--- config.mk ---
export PLATFORM = sky130hd
export DESIGN_NAME = qtflip_ctrl
export DESIGN_NICKNAME = d
export VERILOG_FILES = /design/src/rtl/qtflip_pkg.sv /design/src/rtl/qtflip_ctrl.sv
export SDC_FILE = /design/constraint.sdc
export NUM_CORES = 1
export LEC_CHECK = 0
export BUFFER_PORTS_ARGS = -buffer_cell sky130_fd_sc_hd__buf_2
export CAP_MARGIN = 30
export CORE_AREA = 5 5 42 44
export DETAILED_ROUTE_END_ITERATION = 16
export DIE_AREA = 0 0 47 49
export PLACE_DENSITY_LB_ADDON = 0.3
export REMOVE_ABC_BUFFERS = 1
export SYNTH_ARGS = -nofsm -noshare
export SYNTH_HDL_FRONTEND = slang
export SYNTH_SLANG_ARGS = --single-unit
--- constraint.sdc ---
create_clock -name clk -period 1 [get_ports clk]
set_input_delay 0.15 -clock clk [delete_from_list [all_inputs] [get_ports clk]]
set_output_delay 0.15 -clock clk [all_outputs]
set_load 0.02 [all_outputs]
--- src/rtl/qtflip_pkg.sv ---
// Shared types, codes and helpers for the quadtree pixel-flip node counter.
// No dependencies; imported by every module of the block but qtflip_ram.
package qtflip_pkg;

    // Default for the largest supported image order (side = 2^order).
    localparam int MAX_ORDER_DEF = 8;
    // Order selected after reset, clipped to the built maximum.
    localparam int ORDER_RESET = 8;

    typedef logic [1:0] stat_t;

    // Region status codes.
    localparam stat_t STAT_WHITE = 2'd0;
    localparam stat_t STAT_BLACK = 2'd1;
    localparam stat_t STAT_SPLIT = 2'd2;

    // One status word holds the four child slots of one region.
    typedef logic [7:0] quad_t;

    // Controller -> datapath commands.
    typedef struct packed {
        logic clr_init;   // restart the clearing sweep
        logic clr_step;   // clear one word, advance sweep address
        logic load;       // capture a pixel beat, start the walk at level 1
        logic lvl_wr;     // write back the updated word, step up one level
    } dp_cmd_t;

    // Datapath -> controller status.
    typedef struct packed {
        logic clr_last;   // sweep at its last word
        logic lvl_last;   // current level is the top of the image
    } dp_stat_t;

    // Number of regions of side 2 or more in a 2^m square.
    function automatic int region_count(input int m);
        return ((4 ** m) - 1) / 3;
    endfunction

    // Status of a region from its four children.
    function automatic stat_t quad_status(input quad_t q);
        stat_t s;
        s = q[1:0];
        if (s != STAT_SPLIT && q[3:2] == s && q[5:4] == s && q[7:6] == s)
            return s;
        return STAT_SPLIT;
    endfunction

endpackage

--- src/rtl/qtflip_ctrl.sv ---
// Sequencer for clearing sweep and the per-level read/write walk.
// Depends on qtflip_pkg.
module qtflip_ctrl (
    input  logic                 clk,
    input  logic                 rst_n,
    input  logic                 start,
    input  logic                 cfg_we,
    input  qtflip_pkg::dp_stat_t stat,
    output qtflip_pkg::dp_cmd_t  cmd,
    output logic                 busy,
    output logic                 done
);
    import qtflip_pkg::*;

    localparam logic [2:0] S_IDLE = 3'd0;
    localparam logic [2:0] S_CLR  = 3'd1;
    localparam logic [2:0] S_RD   = 3'd2;
    localparam logic [2:0] S_WR   = 3'd3;
    localparam logic [2:0] S_DONE = 3'd4;

    logic [2:0] state_reg;
    logic [2:0] state_next;

    always_comb
    begin
        state_next = state_reg;
        cmd        = '0;
        unique case (state_reg)
            S_IDLE:
            begin
                if (start)
                begin
                    cmd.load   = 1'b1;
                    state_next = S_RD;
                end
            end
            S_CLR:
            begin
                cmd.clr_step = 1'b1;
                if (stat.clr_last)
                    state_next = S_IDLE;
            end
            S_RD:
                state_next = S_WR;   // read data lands next cycle
            S_WR:
            begin
                cmd.lvl_wr = 1'b1;
                state_next = stat.lvl_last ? S_DONE : S_RD;
            end
            S_DONE:
                state_next = S_IDLE;
            default:
                state_next = S_IDLE;
        endcase
        // new order: restart the sweep from word zero
        if (cfg_we)
        begin
            cmd.clr_init = 1'b1;
            cmd.clr_step = 1'b0;
            cmd.load     = 1'b0;
            cmd.lvl_wr   = 1'b0;
            state_next   = S_CLR;
        end
    end

    always_ff @(posedge clk or negedge rst_n)
    begin
        if (!rst_n)
            state_reg <= S_CLR;
        else
            state_reg <= state_next;
    end

    assign busy = (state_reg != S_IDLE);
    assign done = (state_reg == S_DONE);

endmodule

==> run metrics <==
status complete, but fails checks; violations in the final reports setup timing; port buffer count 11; routed via count 220; vias in the first global route 248; # diodes 0; post-route setup TNS -1.79 ns; Core Region about 1400 um^2; Largest register FFs 3; Synth area leaders dfrtp_1 (27%), dfstp_2 (14%), nor4b_1 (9.5%); CP Data Required Time 0.85 ns; Crit. End Element primary output; hpwl dp between 400 and 500 um; Pins Over Slew Limit 0; minimum clock period around 1.3 ns; critical path type flip-flop to primary output; RSZ-0062 raised after global routing true; DRT Pass-1 Iters 1; Yosys reg bits 3; pin count of the biggest net entering global routing 7; aggregate global routing overflow 0; WL final about 590 um; Placed Area between 200 and 300 um^2; asr flop ratio synth 100%; Worst Setup SP state_reg[0]$_DFFE_PN1P_; top cell type's share of synthesized area 27.2%; Bufs on Longest Clock Path 2; CTS clk-pin slew, worst paths around 0.04 ns; drt drc 0; CTS tree done; width of the die 47 um; crit-path max FO 6; ys flop type dfrtp_1; Total GRT Usage 6.63%; Final Cycle Share 133%; worst-skew pair later-pin latency between 0.2 and 0.25 ns; final setup fails 7; Netlist Area Pre-Place ~180 um^2; filler cell count approximately 170; Num CTS Buffers 3; Initial Utilization between 10% and 20%; gpl congestion between 0.6 and 0.7; H-tree depth 1; Static Leak approximately 0.20 nW; Area Overhead vs Synth 118%; drt via density 3.93; Max-cap violations 0; RR Startpoint state_reg[1]$_DFFE_PN0P_; crit path launch type flip-flop; Final nets 47; die area 2300 um^2; row cnt 14; Root Buffer clkbuf_4; # clock sinks 3; number of synthesized flops with an enable pin 0; largest area contributor in the netlist dfrtp_1; Gate Count Post-Synth 18; Hold Crit Depth 2; Final Util between 20% and 30%; Worst Min Path Start cfg_we; I/O pin count 12; min setup slack post-route -0.328 ns; Worst R2R Path Depth 4; Antenna Nets Post-Route 0; Total Power 0.000488 W; P per Cell Area roughly 1200 nW/um^2; Routed wire per std cell ~11 um; arrival time of the worst setup path about 1.2 ns; HP Class input port to flip-flop; peak supply drop between 0.3 and 0.4 mV; syn avg cell area 10.2 um^2; post-synthesis cell type count 15; Ys Warns 0; worst-margin pin slew ~0.22 ns; f_max roughly 750 MHz; Slew HR 84.8%; height of the die just under 50 um; DRT iter0 DRCs 0; initial antenna violation count 0; clock skew between 0.0015 and 0.002 ns; share of layout cells above drive strength 1 72.5%; Hold Fails Final Rpt 0; first-pass GRT wire length between 900 and 1000 um; register area share after synthesis roughly two fifths; most frequent cells after synthesis dfrtp_1 (2), nor2_1 (2), nor4b_1 (2); Finished Cell Area 400 um^2
timing repair:
item                                    in CTS  in global routing
hold endpoints to repair                     3                  0
hold buffers                                 1                  0
setup buffers                                2                  0
pin swaps                                    1                  1
gates resized for setup                     18                  0
endpoints found under the setup margin       7                  8
layer usage:
layer | vias to the layer above | wire, um | GRT usage [%]
met2 | 11 | 257 | 7.92
met5 | - | 0 | 0
met4 | 0 | 45 | 9.68
met3 | 5 | 36 | 1.48
met1 | 94 | 249 | 7.52
li1 | 110 | - | -
critical path: stages (launching register included):
cell	delay [ns]
dfstp_2	0.57
nor4b_4	0.20
buf_4	0.17
kinds of logic (layout without fill, tap and decap cells):
family | Yosys count | after routing | synth area share, %
compound gates | 2 | 2 | 8.17
simple gates | 12 | 12 | 46.3
flops | 3 | 3 | 41.5
buf+inv | 1 | 23 | 4.08
through the flow:
step	hold slack [ns]	setup slack, ns	instances
final	0.210	-0.328	56
after global routing	0.224	-0.389	56
after CTS	0.208	-0.352	56
after detailed placement	-0.0524	-0.184	49
after global placement	-0.0517	-0.184	49
after floorplan	-0.146	-0.435	17
cell type report:
cell class                      instances  area, um^2  share of cell area [%]
Clock buffer                            4        26.3                    6.56
Sequential cell                         3        76.3                    19.1
Timing Repair Buffer                   19         154                    38.4
Multi-Input combinational cell         14         124                    30.9
Tap cell                               16        20.0                    5.00
power breakdown:
| part | internal (W) | total (W) | switching, W |
|---|---|---|---|
| Combinational | 0.0000759 | 0.000130 | 0.0000545 |
| Clock | 0.000150 | 0.000216 | 0.0000666 |
| Sequential | 0.000132 | 0.000142 | 0.00000952 |
| Total | 0.000358 | 0.000488 | 0.000131 |
cells in the final DEF (no fill, tap or decap):
master / instances
dfstp_2: 1
and2b_2: 1
nor2_2: 1
and2_4: 1
nor2_1: 1
dlygate4sd3_1: 1
or3_4: 1
dfrtp_1: 2
buf_4: 4
or3_1: 1
clkbuf_4: 3
nor4b_4: 1
buf_6: 7
and3_2: 1
o21a_1: 1
and3_1: 1
clkbuf_1: 1
nor3b_1: 1
a21boi_0: 1
nor4b_1: 1
buf_2: 7
and4_2: 1
path summary, 6_finish.rpt:
path	endpoint	slack [ns]
hold / removal	state_reg[0]$_DFFE_PN1P_	0.21
setup reg to reg	state_reg[0]$_DFFE_PN1P_	-0.18
setup / recovery	cmd[2]	-0.33
max in group asynchronous	state_reg[0]$_DFFE_PN1P_	0.57
min in group asynchronous	state_reg[2]$_DFFE_PN0P_	0.24
hold reg to reg	state_reg[1]$_DFFE_PN0P_	0.72
No activity file was read; power rests on OpenSTA's default activity.
